<file path="config.mk">
export PLATFORM = sky130hd
export DESIGN_NAME = line_rasterizer_core
export DESIGN_NICKNAME = d
export VERILOG_FILES = /design/src/rtl/core/lr_pkg.sv /design/src/rtl/core/lr_datapath.sv /design/src/rtl/core/line_rasterizer_core.sv
export VERILOG_INCLUDE_DIRS = /design/src /design/src/rtl/core
export SDC_FILE = /design/constraint.sdc
export NUM_CORES = 1
export LEC_CHECK = 0
export BUFFER_PORTS_ARGS = -buffer_cell sky130_fd_sc_hd__buf_2
export CORE_MARGIN = 2
export CORE_UTILIZATION = 55
export CTS_CLUSTER_SIZE = 25
export DETAILED_ROUTE_END_ITERATION = 16
export PLACE_DENSITY = 0.79
export RECOVER_POWER = 25
export SLEW_MARGIN = 10
export SYNTH_ARGS = -nofsm -noshare
export SYNTH_HDL_FRONTEND = slang
export SYNTH_SLANG_ARGS = --single-unit
</file>
<file path="constraint.sdc">
create_clock -name clk_i -period 10.6 [get_ports clk_i]
set_input_delay 1.06 -clock clk_i [delete_from_list [all_inputs] [get_ports clk_i]]
set_output_delay 1.06 -clock clk_i [all_outputs]
set_load 0.02 [all_outputs]
</file>
<file path="src/rtl/core/line_rasterizer_core_assert.svh">
// Assertion macros for the line rasteriser. Simulation builds get the checks,
// synthesis builds get empty bodies.
`ifndef LINE_RASTERIZER_CORE_ASSERT_SVH
`define LINE_RASTERIZER_CORE_ASSERT_SVH

`ifndef SYNTHESIS

// Clocked check that is switched off while reset is asserted.
`define LR_ASSERT(label, clk, rst_n, prop, msg) \
  label: assert property (@(posedge clk) disable iff (!rst_n) prop) else $error(msg);

// Clocked check that also holds during reset.
`define LR_ASSERT_ALWAYS(label, clk, prop, msg) \
  label: assert property (@(posedge clk) prop) else $error(msg);

`else

`define LR_ASSERT(label, clk, rst_n, prop, msg)
`define LR_ASSERT_ALWAYS(label, clk, prop, msg)

`endif

`endif

</file>
<file path="src/rtl/core/lr_pkg.sv">
package lr_pkg;

  localparam int unsigned XBitsDef      = 9;
  localparam int unsigned YBitsDef      = 8;
  localparam int unsigned RowShiftDef   = 10;
  localparam int unsigned AddrW         = 32;
  localparam int unsigned ColourW       = 16;
  localparam logic [AddrW-1:0] FrameBaseReset = 32'hC800_0000;

  typedef enum logic {
    MODE_START = 1'b0,
    MODE_STEP  = 1'b1
  } mode_e;

  // Per-line flags kept alongside the coordinate registers.
  typedef struct packed {
    logic steep;
    logic minor_down;
  } lr_flags_t;

endpackage

</file>
<file path="src/rtl/core/lr_datapath.sv">
module lr_datapath #(
  parameter int unsigned XBits    = lr_pkg::XBitsDef,
  parameter int unsigned YBits    = lr_pkg::YBitsDef,
  parameter int unsigned RowShift = lr_pkg::RowShiftDef,
  localparam int unsigned CBits   = (XBits > YBits) ? XBits : YBits,
  localparam int unsigned EBits   = CBits + 2
) (
  input  logic                        start_i,
  input  logic [XBits-1:0]            start_x_i,
  input  logic [YBits-1:0]            start_y_i,
  input  logic [XBits-1:0]            end_x_i,
  input  logic [YBits-1:0]            end_y_i,
  input  logic [lr_pkg::ColourW-1:0]  line_colour_i,
  input  logic [lr_pkg::AddrW-1:0]    frame_base_i,
  // current line state
  input  lr_pkg::lr_flags_t           flags_i,
  input  logic [CBits-1:0]            major_pos_i,
  input  logic [CBits-1:0]            major_end_i,
  input  logic [CBits-1:0]            minor_pos_i,
  input  logic [CBits-1:0]            delta_major_i,
  input  logic [CBits-1:0]            delta_minor_i,
  input  logic signed [EBits-1:0]     error_i,
  input  logic [lr_pkg::ColourW-1:0]  colour_i,
  // line state after this pixel
  output lr_pkg::lr_flags_t           flags_o,
  output logic                        active_o,
  output logic [CBits-1:0]            major_pos_o,
  output logic [CBits-1:0]            major_end_o,
  output logic [CBits-1:0]            minor_pos_o,
  output logic [CBits-1:0]            delta_major_o,
  output logic [CBits-1:0]            delta_minor_o,
  output logic signed [EBits-1:0]     error_o,
  output logic [lr_pkg::ColourW-1:0]  colour_o,
  // pixel
  output logic [XBits-1:0]            pixel_x_o,
  output logic [YBits-1:0]            pixel_y_o,
  output logic [lr_pkg::AddrW-1:0]    pixel_address_o,
  output logic                        last_pixel_o
);

  logic [CBits-1:0]    sx, sy, ex, ey;
  logic [CBits:0]      diff_x, diff_y;
  logic [CBits-1:0]    mag_x, mag_y;
  logic                new_steep, new_swap;
  logic [CBits-1:0]    a0, a1, b0, b1;
  logic [CBits-1:0]    new_major, new_end, new_minor, new_minor_end;
  logic [CBits-1:0]    new_dmaj, new_dmin;
  logic signed [EBits-1:0] new_error;

  lr_pkg::lr_flags_t       cur_flags;
  logic [CBits-1:0]        cur_major, cur_end, cur_minor, cur_dmaj, cur_dmin;
  logic signed [EBits-1:0] cur_error, err_add;

  // Set-up for a new line: steepness, axis swap and endpoint ordering.
  always_comb begin
    sx = CBits'(start_x_i);
    sy = CBits'(start_y_i);
    ex = CBits'(end_x_i);
    ey = CBits'(end_y_i);
    diff_x = {1'b0, ex} - {1'b0, sx};
    diff_y = {1'b0, ey} - {1'b0, sy};
    mag_x  = diff_x[CBits] ? CBits'(~diff_x + 1'b1) : diff_x[CBits-1:0];
    mag_y  = diff_y[CBits] ? CBits'(~diff_y + 1'b1) : diff_y[CBits-1:0];
    new_steep = mag_y > mag_x;
    a0 = new_steep ? sy : sx;
    a1 = new_steep ? ey : ex;
    b0 = new_steep ? sx : sy;
    b1 = new_steep ? ex : ey;
    new_swap      = a0 > a1;
    new_major     = new_swap ? a1 : a0;
    new_end       = new_swap ? a0 : a1;
    new_minor     = new_swap ? b1 : b0;
    new_minor_end = new_swap ? b0 : b1;
    new_dmaj  = new_steep ? mag_y : mag_x;
    new_dmin  = new_steep ? mag_x : mag_y;
    new_error = -$signed({2'b00, new_dmaj >> 1});
  end

  always_comb begin
    if (start_i) begin
      cur_flags.steep      = new_steep;
      cur_flags.minor_down = !(new_minor < new_minor_end);
      cur_major = new_major;
      cur_end   = new_end;
      cur_minor = new_minor;
      cur_dmaj  = new_dmaj;
      cur_dmin  = new_dmin;
      cur_error = new_error;
      colour_o  = line_colour_i;
    end else begin
      cur_flags = flags_i;
      cur_major = major_pos_i;
      cur_end   = major_end_i;
      cur_minor = minor_pos_i;
      cur_dmaj  = delta_major_i;
      cur_dmin  = delta_minor_i;
      cur_error = error_i;
      colour_o  = colour_i;
    end
  end

  always_comb begin
    pixel_x_o = cur_flags.steep ? cur_minor[XBits-1:0] : cur_major[XBits-1:0];
    pixel_y_o = cur_flags.steep ? cur_major[YBits-1:0] : cur_minor[YBits-1:0];
    pixel_address_o = frame_base_i
                    + (lr_pkg::AddrW'(pixel_y_o) << RowShift)
                    + (lr_pkg::AddrW'(pixel_x_o) << 1);
    last_pixel_o = cur_major == cur_end;
  end

  // One Bresenham step.
  always_comb begin
    err_add       = cur_error + $signed({2'b00, cur_dmin});
    flags_o       = cur_flags;
    active_o      = !last_pixel_o;
    major_pos_o   = cur_major + 1'b1;
    major_end_o   = cur_end;
    delta_major_o = cur_dmaj;
    delta_minor_o = cur_dmin;
    if (!err_add[EBits-1]) begin
      minor_pos_o = cur_flags.minor_down ? cur_minor - 1'b1 : cur_minor + 1'b1;
      error_o     = err_add - $signed({2'b00, cur_dmaj});
    end else begin
      minor_pos_o = cur_minor;
      error_o     = err_add;
    end
  end

endmodule

</file>
<file path="src/rtl/core/line_rasterizer_core.sv">
// Channel   | Direction | Payload
// s_axis    | in        | tuser: mode; tdata: start/end points and colour
// m_axis    | out       | tdata: pixel x, y, address, colour; tlast: last pixel
// cfg       | in        | cfg_data_i: frame base address
//
// Each request is handled in a single pass: a start, or a step while a line is
// active, goes through set-up and stepping logic into the output or skid register.
// One request per cycle is taken while the skid register is empty; the skid
// register holds a pixel that arrives while the output register is stalled.
// Reset clears the line-active flag and both valid flags, and loads the reset frame base.
// A stalled output lowers s_axis_tready only once the skid register holds a pixel.
`include "line_rasterizer_core_assert.svh"

module line_rasterizer_core #(
  parameter int unsigned XBits    = lr_pkg::XBitsDef,
  parameter int unsigned YBits    = lr_pkg::YBitsDef,
  parameter int unsigned RowShift = lr_pkg::RowShiftDef,
  localparam int unsigned InRaw   = 2 * XBits + 2 * YBits + lr_pkg::ColourW,
  localparam int unsigned InW     = ((InRaw + 7) / 8) * 8,
  localparam int unsigned OutRaw  = XBits + YBits + lr_pkg::AddrW + lr_pkg::ColourW,
  localparam int unsigned OutW    = ((OutRaw + 7) / 8) * 8
) (
  input  logic                       clk_i,
  input  logic                       rst_ni,
  input  logic                       s_axis_tvalid,
  output logic                       s_axis_tready,
  // tdata: start_x, start_y, end_x, end_y, line_colour, zero padding
  input  logic [InW-1:0]             s_axis_tdata,
  // tuser: mode
  input  logic                       s_axis_tuser,
  output logic                       m_axis_tvalid,
  input  logic                       m_axis_tready,
  // tdata: pixel_x, pixel_y, pixel_address, pixel_colour, zero padding
  output logic [OutW-1:0]            m_axis_tdata,
  output logic                       m_axis_tlast,
  input  logic                       cfg_valid_i,
  output logic                       cfg_ready_o,
  input  logic [lr_pkg::AddrW-1:0]   cfg_data_i
);

  localparam int unsigned CBits = (XBits > YBits) ? XBits : YBits;
  localparam int unsigned EBits = CBits + 2;
  localparam int unsigned OffSy = XBits;
  localparam int unsigned OffEx = XBits + YBits;
  localparam int unsigned OffEy = 2 * XBits + YBits;
  localparam int unsigned OffC  = 2 * XBits + 2 * YBits;
  localparam int unsigned BufW  = OutRaw + 1;

  logic [lr_pkg::AddrW-1:0]   frame_base_q;
  logic                       active_q;
  lr_pkg::lr_flags_t          flags_q, flags_d;
  logic                       active_d;
  logic [CBits-1:0]           major_pos_q, major_pos_d, major_end_q, major_end_d;
  logic [CBits-1:0]           minor_pos_q, minor_pos_d;
  logic [CBits-1:0]           dmaj_q, dmaj_d, dmin_q, dmin_d;
  logic signed [EBits-1:0]    error_q, error_d;
  logic [lr_pkg::ColourW-1:0] colour_q, colour_d;

  logic [XBits-1:0]           pix_x;
  logic [YBits-1:0]           pix_y;
  logic [lr_pkg::AddrW-1:0]   pix_addr;
  logic                       pix_last;

  logic                       in_acc, is_start, push, pop;
  logic [BufW-1:0]            new_buf, out_buf_q, skid_buf_q;
  logic                       out_valid_q, skid_valid_q;

  assign cfg_ready_o = 1'b1;

  always_ff @(posedge clk_i or negedge rst_ni) begin
    if (!rst_ni) begin
      frame_base_q <= lr_pkg::FrameBaseReset;
    end else if (cfg_valid_i && cfg_ready_o) begin
      frame_base_q <= cfg_data_i;
    end
  end

  assign s_axis_tready = !skid_valid_q;
  assign in_acc   = s_axis_tvalid && s_axis_tready;
  assign is_start = lr_pkg::mode_e'(s_axis_tuser) == lr_pkg::MODE_START;
  assign push     = in_acc && (is_start || active_q);
  assign pop      = out_valid_q && m_axis_tready;

  lr_datapath #(
    .XBits    (XBits),
    .YBits    (YBits),
    .RowShift (RowShift)
  ) u_lr_datapath (
    .start_i         (is_start),
    .start_x_i       (s_axis_tdata[OffSy-1:0]),
    .start_y_i       (s_axis_tdata[OffEx-1:OffSy]),
    .end_x_i         (s_axis_tdata[OffEy-1:OffEx]),
    .end_y_i         (s_axis_tdata[OffC-1:OffEy]),
    .line_colour_i   (s_axis_tdata[InRaw-1:OffC]),
    .frame_base_i    (frame_base_q),
    .flags_i         (flags_q),
    .major_pos_i     (major_pos_q),
    .major_end_i     (major_end_q),
    .minor_pos_i     (minor_pos_q),
    .delta_major_i   (dmaj_q),
    .delta_minor_i   (dmin_q),
    .error_i         (error_q),
    .colour_i        (colour_q),
    .flags_o         (flags_d),
    .active_o        (active_d),
    .major_pos_o     (major_pos_d),
    .major_end_o     (major_end_d),
    .minor_pos_o     (minor_pos_d),
    .delta_major_o   (dmaj_d),
    .delta_minor_o   (dmin_d),
    .error_o         (error_d),
    .colour_o        (colour_d),
    .pixel_x_o       (pix_x),
    .pixel_y_o       (pix_y),
    .pixel_address_o (pix_addr),
    .last_pixel_o    (pix_last)
  );

  always_ff @(posedge clk_i or negedge rst_ni) begin
    if (!rst_ni) begin
      active_q <= 1'b0;
    end else if (push) begin
      active_q <= active_d;
    end
  end

  always_ff @(posedge clk_i) begin
    if (push) begin
      flags_q     <= flags_d;
      major_pos_q <= major_pos_d;
      major_end_q <= major_end_d;
      minor_pos_q <= minor_pos_d;
      dmaj_q      <= dmaj_d;
      dmin_q      <= dmin_d;
      error_q     <= error_d;
      colour_q    <= colour_d;
    end
  end

  assign new_buf = {pix_last, colour_d, pix_addr, pix_y, pix_x};

  // Output register with a skid register behind it.
  always_ff @(posedge clk_i or negedge rst_ni) begin
    if (!rst_ni) begin
      out_valid_q  <= 1'b0;
      skid_valid_q <= 1'b0;
    end else if (skid_valid_q) begin
      if (pop) begin
        skid_valid_q <= 1'b0;
      end
    end else if (push) begin
      if (!out_valid_q || pop) begin
        out_valid_q <= 1'b1;
      end else begin
        skid_valid_q <= 1'b1;
      end
    end else if (pop) begin
      out_valid_q <= 1'b0;
    end
  end

  always_ff @(posedge clk_i) begin
    if (skid_valid_q) begin
      if (pop) begin
        out_buf_q <= skid_buf_q;
      end
    end else if (push) begin
      if (!out_valid_q || pop) begin
        out_buf_q <= new_buf;
      end else begin
        skid_buf_q <= new_buf;
      end
    end
  end

  assign m_axis_tvalid = out_valid_q;
  assign m_axis_tdata  = OutW'(out_buf_q[OutRaw-1:0]);
  assign m_axis_tlast  = out_buf_q[OutRaw];

  `LR_ASSERT(a_skid_needs_out, clk_i, rst_ni, skid_valid_q |-> out_valid_q, "skid full while output register empty")
  `LR_ASSERT(a_skid_on_stall, clk_i, rst_ni, $rose(skid_valid_q) |-> $past(out_valid_q && !m_axis_tready), "skid filled without a stalled output")
  `LR_ASSERT(a_last_ends_line, clk_i, rst_ni, (push && pix_last) |=> !active_q, "line still active after its last pixel")
  `LR_ASSERT_ALWAYS(a_reset_idle, clk_i, !rst_ni |-> (!out_valid_q && !skid_valid_q && !active_q), "state not idle in reset")

endmodule
</file>
==> qor.yml, run 1 <==
vias: 11200
multi_input_area_sq_um: 7610
grt_max_degree: 65
p_leak_uw: 0.00706
clk_pin_slew_ns: 0.06
antenna_found_initial: 2
synthTopCellsByCount: "206 x edfxtp_1, 150 x nand2_1, 123 x mux2_2"
worst-path-buf-inv: 6
row_count: 60
yosysTopAreaCell: "edfxtp_1"
status: "complete, but fails checks"
layout_min_cycle_time_ns: 10.0
core_area_sq_um: 27000
place_area_sq_um: 16600
cpMostUsedCell: "a21oi_1"
numPortBuffers: 155
globalRouteMet3Util: 0.0379
grt_pass1_wl_um: 56600
max_slew_margin: -1.39
worstMarginPinSlew_ns: 3.58
grt_overflow: 0
grt.met2_usage: 0.404
grtUsageMet1: 0.343
setup_ws_ns: 0.604
die_area_sq_um: 29000
hold_path.class: "flip-flop to flip-flop"
ir_worst_vdd_uv: 287
hp-start: "frame_base_q[0]"
die_x_um: 170
vias_per_cell: 5.80
final_layout_size_suffix_gt1_frac: 0.219
critical_path_arrival_ns: 10.28
globalplace.congestion: 0.981
p_per_area_nw_per_um2: 380
wire_per_inst_um: 18.4
gr-max-usage-layer: "met2"
path_class: "input pin to flip-flop"
grt_usage: 0.246
ys.flop_type: "edfxtp_1"
area_delta_synth_final_pct: 14.0
skew_ns: 0.0244
internal_power_uw: 3850
synth_top_area_share: 0.407
setup_viol: 0
critPathLaunch: "s_axis_tdata[17]"
cts_resized: 0
critPathSlowestCell: "o32ai_4"
ios: 170
drv_slew: 193
finalHoldViolCount: 0
grt_pass1_vias: 11000
seq_area_frac_synth: 0.465
initialDrtViolationCount: 784
cts_setup_buffers: 0
cts_buffers: 25
clk_latency_ns: 0.54
pwr-share-clk: 0.137
syn-cell-area_sq_um: 15200
fill_cells: 2106
rr_startpoint: "flags_q[1]"
cts.sinks: 241
holdBufCountCts: 0
cp.required_ns: 10.88
endpoint_kind: "flip-flop"
fin_crit_sh: 0.943
cts_tree: "done"
dp_hpwl_um: 26100
max-clock-path-buffers: 3
swShare: 0.416
drtPass1Iterations: 6
register_area_sq_um: 7070
synth_edf_count: 206
power.share.sequential: 0.255
yosys_warnings: 0
max_freq_mhz: 100
place_ws_ns: 0.250
drc: 0
initial_core_util: 0.562
synthTopCellsByArea: "edfxtp_1 41%, mux2_2 9.1%, ha_1 7.3%"
postSynthCellCount: 1394
synth-seq-cells: 241
rsz0062_at_grt: "no"
combinationalPowerShare: 0.608
fin_area_sq_um: 17300
avgSynthCellArea_sq_um: 10.9
async_reset_ff_frac: 0.145
slowest_delay_ns: 0.59
root_buffer: "clkbuf_16"
htree_levels: 1
die_h_um: 170
worst_setup_path_start_kind: "input pin"
synth_most_common_cell: "edfxtp_1"
p_sw_uw: 2740
ant_nets: 0
wl_um: 35600
fin_setup_tns_ns: 0
crit_fanout: 27
cp_top_family: "compound AO/OA/AOI/OAI gates"
synthDistinctLibCells: 85
nets: 1766
whs_ns: 0.485
drv_cap: 4
violations: "capacitance limit, slew limit"
==> layout by cell type (no fill, tap or decap), types with 6 or more instances in the layout <==
cell type	synthesis	routed
edfxtp_1	206	206
nand2_1	150	150
mux2_2	123	123
a21oi_1	90	89
ha_1	89	89
buf_2	2	87
o21ai_0	86	86
nor2_1	86	84
clkbuf_1	33	76
xnor2_1	75	75
inv_1	67	67
buf_4	13	49
mux2i_1	32	32
dfrtp_1	32	32
xor2_1	30	30
a21o_1	30	30
nand3_1	28	28
clkbuf_16	0	25
nor3_1	17	17
o21bai_1	13	13
o21a_1	10	10
nand4_1	10	10
nand2b_1	10	10
a31oi_1	9	9
and2_1	9	9
and3_1	10	9
o211ai_1	8	8
conb_1	2	8
or2_2	7	7
nor2b_1	7	7
a211oi_1	7	7
mux2_4	7	7
o31ai_1	6	6
fa_1	6	6
==> power by group through the flow <==
stage / Clock (uW) / Combinational, uW / Sequential, uW
3_3_place_gp: 0 / 3860 / 1680
4_1_cts: 914 / 4020 / 1680
3_5_place_dp: 0 / 3980 / 1690
6_report: 901 / 4010 / 1680
2_1_floorplan: 0 / 2780 / 1860
5_1_grt: 951 / 4440 / 1710
==> path summary, 6_finish.rpt <==
path                            cells past startpoint          endpoint  slack, ns
worst max-delay path                               41     out_buf_q[43]       0.60
worst min-delay path                                0    skid_buf_q[17]       0.49
worst max register to register                     18     out_buf_q[43]       6.06
worst min register to register                      0    skid_buf_q[17]       0.49
max in group asynchronous                           1  frame_base_q[10]       8.26
min in group asynchronous                           1  frame_base_q[25]       1.13
==> area by class of cell <==
cell class,instances,share of cell area
multi-input cells,1030,0.439
diodes,1,0.000144
flip-flops and latches,241,0.408
clock buffers,34,0.0404
well taps,341,0.0246
inverters,70,0.0152
repair buffers,209,0.0641
clock inverters,11,0.00859
==> routing by layer <==
metal | up-vias | wire [um]
met5 | - | 13
met4 | 2 | 800
met3 | 50 | 2490
met2 | 367 | 16600
met1 | 5386 | 15700
li1 | 5437 | -
==> state kept, by name (all words and copies together), names as in the netlist <==
register and count:
active_q 1, colour_q 16, minor_pos_q 9, frame_base_q 32
skid_valid_q 1, flags_q 2, m_axis_tvalid 1, error_q 11
major_pos_q 9, major_end_q 9, dmaj_q 9, dmin_q 9
skid_buf_q 66, out_buf_q 66
==> kinds of logic (layout without fill, tap and decap cells) <==
group           Yosys count  after routing  share of synthesized area
flops                   241            241                      0.465
xor+xnor                105            105                     0.0605
buf+inv                 129            324                     0.0373
compound gates          303            303                      0.128
other cells               2              9                   0.000494
fa+ha+maj                95             95                     0.0812
simple gates            357            357                      0.109
mux                     162            162                      0.119
==> through the flow <==
stage,total power [uW],std cells,utilization
2_1_floorplan,4640,1400,-
3_3_place_gp,5540,1891,0.613
3_5_place_dp,5670,1891,0.613
4_1_cts,6610,1936,0.644
5_1_grt,7100,1937,0.641
6_report,6590,1937,0.641
==> worst register-to-register path: stages (launching register included) <==
cell and delay (ns):
edfxtp_1 0.35, nand2_1 0.06, a21boi_1 0.15, buf_4 0.21, clkinv_1 0.38, nand2_1 0.18
o21ai_0 0.21, ha_1 0.29, a21o_1 0.16, a21oi_1 0.22, o21bai_1 0.09, a21oi_1 0.25
o21bai_1 0.16, a31o_2 0.28, a21o_1 0.17, o41a_1 0.47, nor2b_1 0.22, xnor2_1 0.14
mux2_2 0.28
Note: power is estimated with default switching activity, not from simulation.
==> run 2, diff against run 1 <==
Settings changed: CELL_PAD_IN_SITES_DETAIL_PLACEMENT set to 1, CELL_PAD_IN_SITES_GLOBAL_PLACEMENT set to 1, CORE_UTILIZATION 55 to 48, PLACE_DENSITY 0.79 to 0.85, REMOVE_ABC_BUFFERS set to 1.
==> qor.yml, run 2 (synthesized netlist as in run 1, its figures left out) <==
die_x_um: 182
worst_setup_path_start_kind: "input pin"
die_area_sq_um: 33100
final_layout_size_suffix_gt1_frac: 0.219
rr_endpoint: "out_buf_q[46]"
initialDrtViolationCount: 829
grt_pass1_wl_um: 71600
clk_pin_slew_ns: 0.06
cpMostUsedCell: "ha_1"
cts.sinks: 241
final_cell_mix: "206 x edfxtp_1, 150 x nand2_1, 120 x mux2_2"
grt_overflow: 0
htree_levels: 1
wl_um: 45900
critPathSlowestCell: "or4b_2"
cp_top_family: "compound AO/OA/AOI/OAI gates"
hold_path.class: "flip-flop to flip-flop"
vias_per_cell: 5.86
initial_core_util: 0.484
grt_usage: 0.276
grt_pass1_vias: 12500
nets: 1757
fill_cells: 3411
grt_max_degree: 67
p_leak_uw: 0.00702
cts_buffers: 26
holdBufCountCts: 0
antenna_found_initial: 2
drv_cap: 3
skew_ns: 0.00968
fin_area_sq_um: 17400
drv_slew: 128
place_area_sq_um: 16600
fin_util: 0.554
worstMarginPinSlew_ns: 2.18
root_buffer: "clkbuf_16"
cp.depth: 40
r2r_cells: 19
placed_cells_incl_taps: 1941
critPathLaunch: "s_axis_tdata[17]"
path_class: "input pin to flip-flop"
place_ws_ns: -0.360
wire_per_inst_um: 23.1
p_per_area_nw_per_um2: 394
setup_viol: 0
crit_end: "minor_pos_q[7]"
multi_input_area_sq_um: 7690
reg_top3: "out_buf_q x66, skid_buf_q x66, frame_base_q x32"
ir_worst_vdd_uv: 194
crit_fanout: 14
drtPass1Iterations: 5
clk_latency_ns: 0.53
instances_no_fill: 1992
register_area_sq_um: 7070
dp_hpwl_um: 33100
endpoint_kind: "flip-flop"
final_common_cell: "edfxtp_1"
max_slew_margin: -0.451
ios: 170
finalHoldViolCount: 0
fin_crit_sh: 0.965
max_freq_mhz: 97.7
violations: "capacitance limit, slew limit"
worst-path-buf-inv: 7
cts_tree: "done"
drc: 0
cp.required_ns: 11.01
fin_setup_tns_ns: 0
max-clock-path-buffers: 3
die_h_um: 182
numPortBuffers: 155
critical_path_arrival_ns: 10.64
slowest_delay_ns: 0.64
r2r_slack_ns: 5.57
rr_startpoint: "flags_q[1]"
row_count: 65
globalplace.congestion: 0.889
ant_nets: 0
setup_ws_ns: 0.368
vias: 11700
status: "complete, but fails checks"
core_area_sq_um: 31400
layout_min_cycle_time_ns: 10.23
area_delta_synth_final_pct: 14.5
[run 2: final cells by class]
cell class                 count  area share
clock inverter                 6     0.00403
tap                          402      0.0289
multi-input combinational   1030       0.442
antenna                        2    0.000288
inverter                      70      0.0151
sequential                   241       0.406
timing repair buffer         199      0.0604
clock buffer                  42      0.0427
[run 2: power breakdown]
part	switching (uW)	total (uW)	internal, uW
Clock	370	874	505
Combinational	2560	4260	1690
Sequential	130	1720	1590
[run 2: worst min path at each step]
| stage | startpoint | end | slack [ns] | cells after the start |
|---|---|---|---|---|
| after detailed placement | frame_base_q[0] | skid_buf_q[17] | 0.50 | 0 |
| after CTS | frame_base_q[0] | skid_buf_q[17] | 0.52 | 0 |
| after global placement | frame_base_q[0] | skid_buf_q[17] | 0.46 | 0 |
| after floorplan | frame_base_q[0] | skid_buf_q[17] | 0.44 | 0 |
| final | frame_base_q[0] | skid_buf_q[17] | 0.51 | 0 |
| after global routing | frame_base_q[0] | skid_buf_q[17] | 0.53 | 0 |
[run 2: metal layers]
metal / part of all wire / GRT usage / up-vias
li1: - / - / 5395
met1: 0.42 / 0.351 / 5864
met2: 0.51 / 0.490 / 326
met3: 0.044 / 0.0343 / 88
met4: 0.029 / 0.0877 / 2
met5: 0.00028 / 0 / -
[run 2: metrics by stage]
stage,power (uW),hold slack (ns)
3_5_place_dp,5820,0.503
4_1_cts,6810,0.520
6_report,6850,0.513
2_1_floorplan,4580,0.439
3_3_place_gp,5500,0.458
5_1_grt,7270,0.529
[run 2: repair_timing]
item                                    in CTS  in global routing
gates resized for setup                      0                 17
endpoints found under the setup margin       0                 26
buffers inserted                             0                  1
